--- config.mk ---
export PLATFORM = sky130hd
export DESIGN_NAME = coordinate_list_transpose_core
export DESIGN_NICKNAME = d
export VERILOG_FILES = /design/src/rtl/core/clt_pkg.sv /design/src/rtl/core/clt_front.sv /design/src/rtl/core/clt_queue.sv /design/src/rtl/core/clt_back.sv /design/src/rtl/core/coordinate_list_transpose_core.sv
export SDC_FILE = /design/constraint.sdc
export NUM_CORES = 2
export LEC_CHECK = 0
export BUFFER_PORTS_ARGS = -buffer_cell sky130_fd_sc_hd__buf_2
export CAP_MARGIN = 0
export CELL_PAD_IN_SITES_DETAIL_PLACEMENT = 1
export CELL_PAD_IN_SITES_GLOBAL_PLACEMENT = 2
export CORE_MARGIN = 2
export CORE_UTILIZATION = 46
export DETAILED_ROUTE_END_ITERATION = 8
export PLACE_DENSITY = 0.81
export SLEW_MARGIN = 20
export SYNTH_ARGS = -nofsm -noshare
export SYNTH_HDL_FRONTEND = slang
export SYNTH_SLANG_ARGS = --single-unit
--- constraint.sdc ---
create_clock -name i_clk -period 5.6 [get_ports i_clk]
set_clock_uncertainty 0.2 [all_clocks]
set_input_delay 1.12 -clock i_clk [delete_from_list [all_inputs] [get_ports i_clk]]
set_output_delay 1.12 -clock i_clk [all_outputs]
set_load 0.005 [all_outputs]
--- src/rtl/core/clt_pkg.sv ---
// Shared types and constants for the coordinate-list transpose core.
// Used by every module under rtl/core; depends on nothing.
`timescale 1ns / 1ps
`default_nettype none

package clt_pkg;

    localparam int ROW_W = 6;    // stored row / column index width
    localparam int DIM_W = 7;    // dimension and result index width
    localparam int VAL_W = 32;   // entry value width
    localparam int CIDX_W = 2;   // configuration register index width

    localparam int DEF_MAX_ENTRIES = 32;
    localparam int DEF_MAX_DIM = 64;

    localparam logic [DIM_W-1:0] ROW_COUNT_RST = 7'd5;
    localparam logic [DIM_W-1:0] COL_COUNT_RST = 7'd6;

    // configuration register indexes
    localparam logic [CIDX_W-1:0] CFG_ROW_COUNT = 2'd0;
    localparam logic [CIDX_W-1:0] CFG_COL_COUNT = 2'd1;

    typedef struct packed {
        logic [DIM_W-1:0] row_count;
        logic [DIM_W-1:0] col_count;
    } t_cfg;

    // classified transaction handed from the front to the back
    typedef struct packed {
        logic              store;
        logic              last;
        logic [ROW_W-1:0]  row;
        logic [ROW_W-1:0]  col;
        logic [VAL_W-1:0]  value;
    } t_cmd;

    typedef struct packed {
        logic              is_header;
        logic [DIM_W-1:0]  out_row;
        logic [DIM_W-1:0]  out_col;
        logic [VAL_W-1:0]  out_value;
        logic              overflow;
        logic              last_result;
    } t_result;

endpackage

`default_nettype wire

--- src/rtl/core/clt_front.sv ---
// Front end: accepts input transactions and classifies them into commands.
// Depends on clt_pkg.
`timescale 1ns / 1ps
`default_nettype none

module clt_front import clt_pkg::*; #(
    parameter int MAX_DIM = DEF_MAX_DIM
) (
    input  wire logic               i_in_valid,
    input  wire logic               i_has_entry,
    input  wire logic [ROW_W-1:0]   i_entry_row,
    input  wire logic [ROW_W-1:0]   i_entry_col,
    input  wire logic [VAL_W-1:0]   i_entry_value,
    input  wire logic               i_last_entry,
    input  wire logic               i_q_full,
    output      logic               o_in_stall,
    output      logic               o_push,
    output      t_cmd               o_cmd
);

    logic w_in_range;

    // drop entries whose indexes fall outside the matrix bound
    assign w_in_range = ({1'b0, i_entry_row} < DIM_W'(MAX_DIM))
                     && ({1'b0, i_entry_col} < DIM_W'(MAX_DIM));

    // build the command; transactions with nothing to do are not queued
    always_comb begin
        o_cmd.store = i_has_entry & w_in_range;
        o_cmd.last  = i_last_entry;
        o_cmd.row   = i_entry_row;
        o_cmd.col   = i_entry_col;
        o_cmd.value = i_entry_value;
    end

    assign o_in_stall = i_q_full;
    assign o_push     = i_in_valid & ~i_q_full & (o_cmd.store | o_cmd.last);

endmodule

`default_nettype wire

--- src/rtl/core/clt_queue.sv ---
// Two-entry command queue between the front and back ends.
// Depends on clt_pkg.
`timescale 1ns / 1ps
`default_nettype none

module clt_queue import clt_pkg::*; (
    input  wire logic i_clk,
    input  wire logic i_rst_n,
    input  wire logic i_push,
    input  wire t_cmd i_cmd,
    input  wire logic i_pop,
    output      logic o_full,
    output      logic o_not_empty,
    output      t_cmd o_head
);

    t_cmd       r_slot [2];
    logic       r_wr_ptr;
    logic       r_rd_ptr;
    logic [1:0] r_fill;

    assign o_full      = r_fill[1];
    assign o_not_empty = (r_fill != 2'd0);
    assign o_head      = r_slot[r_rd_ptr];

    // advance pointers and fill level
    always_ff @(posedge i_clk) begin
        if (!i_rst_n) begin
            r_wr_ptr <= 1'b0;
            r_rd_ptr <= 1'b0;
            r_fill   <= 2'd0;
        end else begin
            if (i_push) begin
                r_wr_ptr <= ~r_wr_ptr;
            end
            if (i_pop) begin
                r_rd_ptr <= ~r_rd_ptr;
            end
            if (i_push && !i_pop) begin
                r_fill <= r_fill + 2'd1;
            end else if (!i_push && i_pop) begin
                r_fill <= r_fill - 2'd1;
            end
        end
    end

    // hold payload
    always_ff @(posedge i_clk) begin
        if (i_push) begin
            r_slot[r_wr_ptr] <= i_cmd;
        end
    end

endmodule

`default_nettype wire

--- src/rtl/core/clt_back.sv ---
// Back end: entry store, counting pass, header and column sweep, output register.
// Depends on clt_pkg.
`timescale 1ns / 1ps
`default_nettype none

module clt_back import clt_pkg::*; #(
    parameter int MAX_ENTRIES = DEF_MAX_ENTRIES,
    parameter int MAX_DIM     = DEF_MAX_DIM
) (
    input  wire logic    i_clk,
    input  wire logic    i_rst_n,
    input  wire t_cfg    i_cfg,
    input  wire logic    i_q_not_empty,
    input  wire t_cmd    i_q_head,
    output      logic    o_pop,
    input  wire logic    i_out_stall,
    output      logic    o_out_valid,
    output      t_result o_result
);

    localparam int AW = (MAX_ENTRIES > 1) ? $clog2(MAX_ENTRIES) : 1;
    localparam int CW = $clog2(MAX_ENTRIES + 1);

    typedef enum logic [5:0] {
        S_IDLE   = 6'b000001,
        S_CNT_RD = 6'b000010,
        S_CNT_EV = 6'b000100,
        S_HDR    = 6'b001000,
        S_SWP_RD = 6'b010000,
        S_SWP_EV = 6'b100000
    } t_state;

    typedef struct packed {
        logic [ROW_W-1:0] row;
        logic [ROW_W-1:0] col;
        logic [VAL_W-1:0] value;
    } t_entry;

    t_entry            r_mem [MAX_ENTRIES];
    t_entry            r_rd;
    t_state            r_state, n_state;
    logic [CW-1:0]     r_count, n_count;
    logic              r_ovf, n_ovf;
    logic [CW-1:0]     r_hits, n_hits;
    logic [CW-1:0]     r_emit, n_emit;
    logic [AW-1:0]     r_idx, n_idx;
    logic [DIM_W-1:0]  r_col_j, n_col_j;
    logic              r_out_valid;
    t_result           r_out;

    logic              w_wr;
    logic              w_rd;
    logic              w_slot_free;
    logic              w_load;
    t_result           w_res;
    logic [DIM_W-1:0]  w_sweep;
    logic              w_last_idx;
    logic              w_match;

    assign w_slot_free = ~r_out_valid | ~i_out_stall;
    assign w_sweep     = (i_cfg.col_count < DIM_W'(MAX_DIM)) ? i_cfg.col_count
                                                             : DIM_W'(MAX_DIM);
    assign w_last_idx  = ((CW'(r_idx) + CW'(1)) == r_count);
    assign w_match     = ({1'b0, r_rd.col} == r_col_j);
    assign w_rd        = (r_state == S_CNT_RD) || (r_state == S_SWP_RD);
    assign o_pop       = (r_state == S_IDLE) && i_q_not_empty;

    // sequence stores, counting pass, header and sweep
    always_comb begin
        n_state = r_state;
        n_count = r_count;
        n_ovf   = r_ovf;
        n_hits  = r_hits;
        n_emit  = r_emit;
        n_idx   = r_idx;
        n_col_j = r_col_j;
        w_wr    = 1'b0;
        w_load  = 1'b0;
        w_res   = '0;
        unique case (r_state)
            S_IDLE: begin
                if (i_q_not_empty) begin
                    if (i_q_head.store) begin
                        if (r_count < CW'(MAX_ENTRIES)) begin
                            w_wr    = 1'b1;
                            n_count = r_count + CW'(1);
                        end else begin
                            n_ovf = 1'b1;
                        end
                    end
                    if (i_q_head.last) begin
                        n_hits  = '0;
                        n_emit  = '0;
                        n_idx   = '0;
                        n_col_j = '0;
                        n_state = (n_count == '0) ? S_HDR : S_CNT_RD;
                    end
                end
            end
            S_CNT_RD: begin
                n_state = S_CNT_EV;
            end
            S_CNT_EV: begin
                if ({1'b0, r_rd.col} < w_sweep) begin
                    n_hits = r_hits + CW'(1);
                end
                if (w_last_idx) begin
                    n_idx   = '0;
                    n_state = S_HDR;
                end else begin
                    n_idx   = r_idx + AW'(1);
                    n_state = S_CNT_RD;
                end
            end
            S_HDR: begin
                if (w_slot_free) begin
                    w_load            = 1'b1;
                    w_res.is_header   = 1'b1;
                    w_res.out_row     = i_cfg.col_count;
                    w_res.out_col     = i_cfg.row_count;
                    w_res.out_value   = VAL_W'(r_count);
                    w_res.overflow    = r_ovf;
                    w_res.last_result = (r_hits == '0);
                    if (r_hits == '0) begin
                        n_count = '0;
                        n_ovf   = 1'b0;
                        n_state = S_IDLE;
                    end else begin
                        n_state = S_SWP_RD;
                    end
                end
            end
            S_SWP_RD: begin
                n_state = S_SWP_EV;
            end
            S_SWP_EV: begin
                if (!w_match || w_slot_free) begin
                    if (w_match) begin
                        w_load            = 1'b1;
                        w_res.is_header   = 1'b0;
                        w_res.out_row     = r_col_j;
                        w_res.out_col     = {1'b0, r_rd.row};
                        w_res.out_value   = r_rd.value;
                        w_res.overflow    = r_ovf;
                        w_res.last_result = ((r_emit + CW'(1)) == r_hits);
                        n_emit            = r_emit + CW'(1);
                    end
                    if (w_match && ((r_emit + CW'(1)) == r_hits)) begin
                        n_count = '0;
                        n_ovf   = 1'b0;
                        n_state = S_IDLE;
                    end else if (w_last_idx) begin
                        n_idx   = '0;
                        n_col_j = r_col_j + DIM_W'(1);
                        n_state = S_SWP_RD;
                    end else begin
                        n_idx   = r_idx + AW'(1);
                        n_state = S_SWP_RD;
                    end
                end
            end
            default: begin
                n_state = S_IDLE;
            end
        endcase
    end

    // advance control state
    always_ff @(posedge i_clk) begin
        if (!i_rst_n) begin
            r_state     <= S_IDLE;
            r_count     <= '0;
            r_ovf       <= 1'b0;
            r_hits      <= '0;
            r_emit      <= '0;
            r_idx       <= '0;
            r_col_j     <= '0;
            r_out_valid <= 1'b0;
        end else begin
            r_state <= n_state;
            r_count <= n_count;
            r_ovf   <= n_ovf;
            r_hits  <= n_hits;
            r_emit  <= n_emit;
            r_idx   <= n_idx;
            r_col_j <= n_col_j;
            if (w_load) begin
                r_out_valid <= 1'b1;
            end else if (!i_out_stall) begin
                r_out_valid <= 1'b0;
            end
        end
    end

    // hold the result while stalled
    always_ff @(posedge i_clk) begin
        if (w_load) begin
            r_out <= w_res;
        end
    end

    // entry store: write at the fill count, registered read
    always_ff @(posedge i_clk) begin
        if (w_wr) begin
            r_mem[r_count[AW-1:0]] <= '{row: i_q_head.row, col: i_q_head.col,
                                        value: i_q_head.value};
        end
        if (w_rd) begin
            r_rd <= r_mem[r_idx];
        end
    end

    assign o_out_valid = r_out_valid;
    assign o_result    = r_out;

endmodule

`default_nettype wire

--- src/rtl/core/coordinate_list_transpose_core.sv ---
// Coordinate-list sparse matrix transpose: top level with configuration registers.
// Depends on clt_pkg, clt_front, clt_queue and clt_back.
//
// Usage:
//   Input channel (i_in_valid / o_in_stall) carries one triplet per transaction.
//   Transactions with i_has_entry set and indexes below MAX_DIM are stored in arrival order;
//   the one with i_last_entry set starts the transpose. Output channel (o_out_valid /
//   i_out_stall) first gives a header (col_count, row_count, stored count),
//   then every stored entry with column below col_count as (col, row, value),
//   ordered by column and then by arrival. o_last_result marks the end.
// Throughput: entry transactions are taken one per cycle through a two-entry
//   command queue, as long as the back end is not busy with a transpose.
// Sequence: after the last transaction the back end makes a counting pass over
//   the N stored entries (a single-port memory read state, then a compare state,
//   for each), emits the header, then scans all N entries for each column
//   until the final match. Input is stalled once the queue fills.
// Configuration: i_cfg_we writes i_cfg_data to register i_cfg_index
//   (0 row_count, 1 col_count); other indexes are ignored. Write only when idle.
// Reset: synchronous active low; clears entry count, overflow flag and queue,
//   and sets row_count 5, col_count 6. Stored entries are not cleared.
// Receiver stall: the result register holds; the header waits, and the sweep waits on a match.
`timescale 1ns / 1ps
`default_nettype none

module coordinate_list_transpose_core import clt_pkg::*; #(
    parameter int MAX_ENTRIES = DEF_MAX_ENTRIES,
    parameter int MAX_DIM     = DEF_MAX_DIM
) (
    input  wire logic                     i_clk,
    input  wire logic                     i_rst_n,
    input  wire logic                     i_cfg_we,
    input  wire logic [CIDX_W-1:0]        i_cfg_index,
    input  wire logic [DIM_W-1:0]         i_cfg_data,
    input  wire logic                     i_in_valid,
    output      logic                     o_in_stall,
    input  wire logic                     i_has_entry,
    input  wire logic [ROW_W-1:0]         i_entry_row,
    input  wire logic [ROW_W-1:0]         i_entry_col,
    input  wire logic signed [VAL_W-1:0]  i_entry_value,
    input  wire logic                     i_last_entry,
    output      logic                     o_out_valid,
    input  wire logic                     i_out_stall,
    output      logic                     o_is_header,
    output      logic [DIM_W-1:0]         o_out_row,
    output      logic [DIM_W-1:0]         o_out_col,
    output      logic signed [VAL_W-1:0]  o_out_value,
    output      logic                     o_overflow,
    output      logic                     o_last_result
);

    t_cfg    r_cfg;
    logic    w_q_full;
    logic    w_push;
    t_cmd    w_cmd;
    logic    w_pop;
    logic    w_q_not_empty;
    t_cmd    w_q_head;
    t_result w_result;

    // configuration registers
    always_ff @(posedge i_clk) begin
        if (!i_rst_n) begin
            r_cfg.row_count <= ROW_COUNT_RST;
            r_cfg.col_count <= COL_COUNT_RST;
        end else if (i_cfg_we) begin
            if (i_cfg_index == CFG_ROW_COUNT) begin
                r_cfg.row_count <= i_cfg_data;
            end else if (i_cfg_index == CFG_COL_COUNT) begin
                r_cfg.col_count <= i_cfg_data;
            end
        end
    end

    clt_front #(
        .MAX_DIM (MAX_DIM)
    ) u_front (
        .i_in_valid    (i_in_valid),
        .i_has_entry   (i_has_entry),
        .i_entry_row   (i_entry_row),
        .i_entry_col   (i_entry_col),
        .i_entry_value (i_entry_value),
        .i_last_entry  (i_last_entry),
        .i_q_full      (w_q_full),
        .o_in_stall    (o_in_stall),
        .o_push        (w_push),
        .o_cmd         (w_cmd)
    );

    clt_queue u_queue (
        .i_clk       (i_clk),
        .i_rst_n     (i_rst_n),
        .i_push      (w_push),
        .i_cmd       (w_cmd),
        .i_pop       (w_pop),
        .o_full      (w_q_full),
        .o_not_empty (w_q_not_empty),
        .o_head      (w_q_head)
    );

    clt_back #(
        .MAX_ENTRIES (MAX_ENTRIES),
        .MAX_DIM     (MAX_DIM)
    ) u_back (
        .i_clk         (i_clk),
        .i_rst_n       (i_rst_n),
        .i_cfg         (r_cfg),
        .i_q_not_empty (w_q_not_empty),
        .i_q_head      (w_q_head),
        .o_pop         (w_pop),
        .i_out_stall   (i_out_stall),
        .o_out_valid   (o_out_valid),
        .o_result      (w_result)
    );

    assign o_is_header   = w_result.is_header;
    assign o_out_row     = w_result.out_row;
    assign o_out_col     = w_result.out_col;
    assign o_out_value   = w_result.out_value;
    assign o_overflow    = w_result.overflow;
    assign o_last_result = w_result.last_result;

endmodule

`default_nettype wire

==> impl_metrics.csv <==
group,metric,value,unit
drt,routed_via_density,6.12,
clock_network,cts-root-buf,"clkbuf_16",
logic_synthesis,synthCells,2769,
power,leakagePower,21.9,nW
final_layout,drive_above_1_share,32.7,%
logic_synthesis,synth_top_area_share,75.5,%
drt,wl_met3,11.4,mm
sta,drv_slew,0,
clock_network,numCtsBuffers,166,
place,port_buffers,110,
floorplan,start_util,46.2,%
grt,grt_max_degree,110,
drt,wl_met2,78.3,mm
worst_setup_path,cp-end-kind,"register",
clock_network,insertion_delay,0.80,ns
grt,grt_pass1_wl,230,mm
logic_synthesis,yosys.area.top_type,"edfxtp_1",
logic_synthesis,synth_ff_type,"edfxtp_1",
drt,routedWlPerCell,32.1,um
drt,ant_nets,0,
logic_synthesis,synth.ff_latch_count,1650,
floorplan,rows,136,
sta,finalCritPeriodShare,71.2,%
worst_hold_path,hp-class,"register to register",
drt,highest_layer,"met5",
final_layout,antenna_cells,0,
sta,fin_setup_tns,0,ns
drt,wirelength,158,mm
place,dp_hpwl,85.0,mm
sta,hold_viol,0,
worst_setup_path,crit_required,5.86,ns
logic_synthesis,synth_area_leaders,"edfxtp_1 (75%), mux4_2 (16%), dfxtp_1 (1.8%), mux2_2 (1.6%), nor2_1 (0.49%)",
clock_network,cts_sinks,1650,
drt,drtIter0Drc,3360,
grt,first_global_vias,32000,
clock_network,clk_pin_slew_worst_paths,0.06,ns
drt,vias,30100,
final_layout,register_area,49000,um^2
logic_synthesis,yosysSeqAreaShare,77.3,%
logic_synthesis,avgSynthCellArea,22.9,um^2
floorplan,die_y,375,um
floorplan,pin_count,111,
final_layout,fin_area,72100,um^2
place,placement.cell_area,66600,um^2
logic_synthesis,syn_area,63400,um^2
logic_synthesis,synthDistinctLibCells,68,
final_layout,areaGrowthSynthToFinish,13.7,%
logic_synthesis,synthArstFlopShare,0,%
floorplan,fp.coreArea,137000,um^2
worst_setup_path,path_class,"register to register",
power,ir_drop,245,uV
clock_network,ctsResizeCount,0,
grt,antenna_found_initial,4,
drt,drc,0,
place,routabilityCongestion,0.758,
clock_network,cts_hold_buf,0,
worst_setup_path,critPathMaxFanout,27,
clock_network,postCtsSetupRepairBufs,0,
power,power.density,387,nW/um^2
sta,worst_slew_margin_rel,24.6,%
final_layout,final_core_utilization,52.5,%
logic_synthesis,synth_edf_count,1593,
sta,fmax,251,MHz
clock_network,clockBufferDepth,3,
sta,grt_setup_unrepaired,"no",
status,outcome,"finished, final reports clean",
worst_setup_path,start_kind,"register",
final_layout,fillers,11900,
logic_synthesis,synth_warnings,0,
sta,setup_violations,0,
grt,gr-usage-all-layers,22.8,%
final_layout,multi_input_area,14000,um^2
sta,worstMarginPinSlew,1.13,ns
logic_synthesis,synth_nets,2844,
drt,wl_met1,64.0,mm
clock_network,cts_tree,"built",
clock_network,h-tree-depth,4,
floorplan,die_x,375,um
sta,period_needed,3.99,ns
drt,first_pass_iters,6,
floorplan,die_area,141000,um^2
worst_setup_path,cp.arrival,4.24,ns
grt,gr-total-overflow,0,
run,cap_violations,0,
final_layout,final_nets,3056,
==> final cells by class <==
type                    instances  share of cell area [%]
inverters                      14                  0.0729
well taps                    1794                    3.12
clock inverters               105                    1.44
multi-input cells             961                    19.4
repair buffers                188                    1.93
clock buffers                 201                    6.06
flip-flops and latches       1650                    68.0
==> cell usage in the layout, fill, tap and decap left out, types with 11 or more instances in the layout <==
cell type / instances
mux2i_1: 18
ha_1: 15
bufinv_16: 15
clkinv_2: 32
xor2_1: 11
nor3_1: 12
buf_2: 110
nor2_1: 50
inv_1: 13
xnor2_1: 14
nand3_1: 21
o21ai_0: 24
nand2_1: 40
clkbuf_16: 168
and2_1: 30
dfxtp_1: 51
clkbuf_1: 29
mux2_2: 90
a21oi_1: 25
buf_12: 16
a22o_1: 16
edfxtp_1: 1593
mux4_2: 440
nor2_4: 32
buf_4: 58
clkinv_1: 38
==> cell families after synthesis <==
family | count (synthesis) | synth area share (%)
adder cells (fa/ha/maj) | 15 | 0.296
XOR/XNOR | 25 | 0.346
buffers and inverters | 158 | 1.12
multiplexers | 548 | 17.5
flip-flops | 1650 | 77.3
AND/OR/NAND/NOR | 266 | 2.25
AO/OA/AOI/OAI | 107 | 1.16
==> Yosys cell counts (all sizes together), types with 11 or more instances <==
cell type	count
nand3	22
ha	15
buf	80
nand2	41
o21ai	26
a21oi	25
mux4	440
nor3	17
clkbuf	64
nor2	83
edfxtp	1593
dfxtp	57
mux2	90
mux2i	18
a22o	16
and2	31
xor2	11
xnor2	14
inv	13
==> path summary, 6_finish.rpt <==
path                                  startpoint                             to  slack, ns  cells after the start
setup / recovery  u_back.r_state[3]$_SDFFE_PN0P_  u_back.r_mem[25][2]$_DFFE_PP_       1.61                      9
hold / removal             r_cfg[9]$_SDFFE_PN1P_          r_cfg[9]$_SDFFE_PN1P_       0.29                      2
hold reg to reg            r_cfg[9]$_SDFFE_PN1P_          r_cfg[9]$_SDFFE_PN1P_       0.29                      2
setup reg to reg  u_back.r_state[3]$_SDFFE_PN0P_  u_back.r_mem[25][2]$_DFFE_PP_       1.61                      9
==> layer usage <==
layer	GRT usage (%)	vias to the layer above
li1	-	12100
met2	37.2	1342
met3	4.52	271
met4	6.41	2
met5	0	-
met1	31.4	16300
==> registers in the layout, summed over array words and instances, names as in the netlist, named ones only <==
signal              count
u_back.r_hits           6
u_queue.r_slot         92
u_back.o_result        49
u_queue.r_fill          2
u_back.r_ovf            1
u_back.r_state          6
u_back.r_col_j          7
u_back.r_emit           6
r_cfg                  14
u_queue.r_wr_ptr        1
u_back.o_out_valid      1
u_back.r_mem         1408
u_queue.r_rd_ptr        1
u_back.r_count          6
u_back.r_idx            5
u_back.r_rd            44
==> metrics by stage <==
stage | instances | hold WS [ns] | setup slack, ns | power (W)
2_1_floorplan | 2769 | 0.242 | 0.235 | 0.0162
3_3_place_gp | 4600 | 0.266 | 1.77 | 0.0169
3_5_place_dp | 4605 | 0.277 | 1.56 | 0.0171
4_1_cts | 4911 | 0.250 | 1.55 | 0.0281
5_1_grt | 4913 | 0.282 | 1.32 | 0.0286
6_report | 4913 | 0.292 | 1.61 | 0.0279
==> where the power goes <==
part	internal, W	switching (W)	total, W
clock	0.00629	0.00474	0.0110
sequential	0.0146	0.000121	0.0148
combinational	0.000540	0.00154	0.00208
total	0.0215	0.00640	0.0279
==> worst max-delay path, cell delays in order (launching register included) <==
cell,delay [ns]
dfxtp_1,0.44
nor2_4,0.21
nand4b_1,0.29
nor2_1,0.18
buf_4,0.22
clkinv_1,0.25
nor2_1,0.36
nand3_1,0.33
nor2_4,0.80
buf_12,0.35
Power figures use the tool's default switching activity.
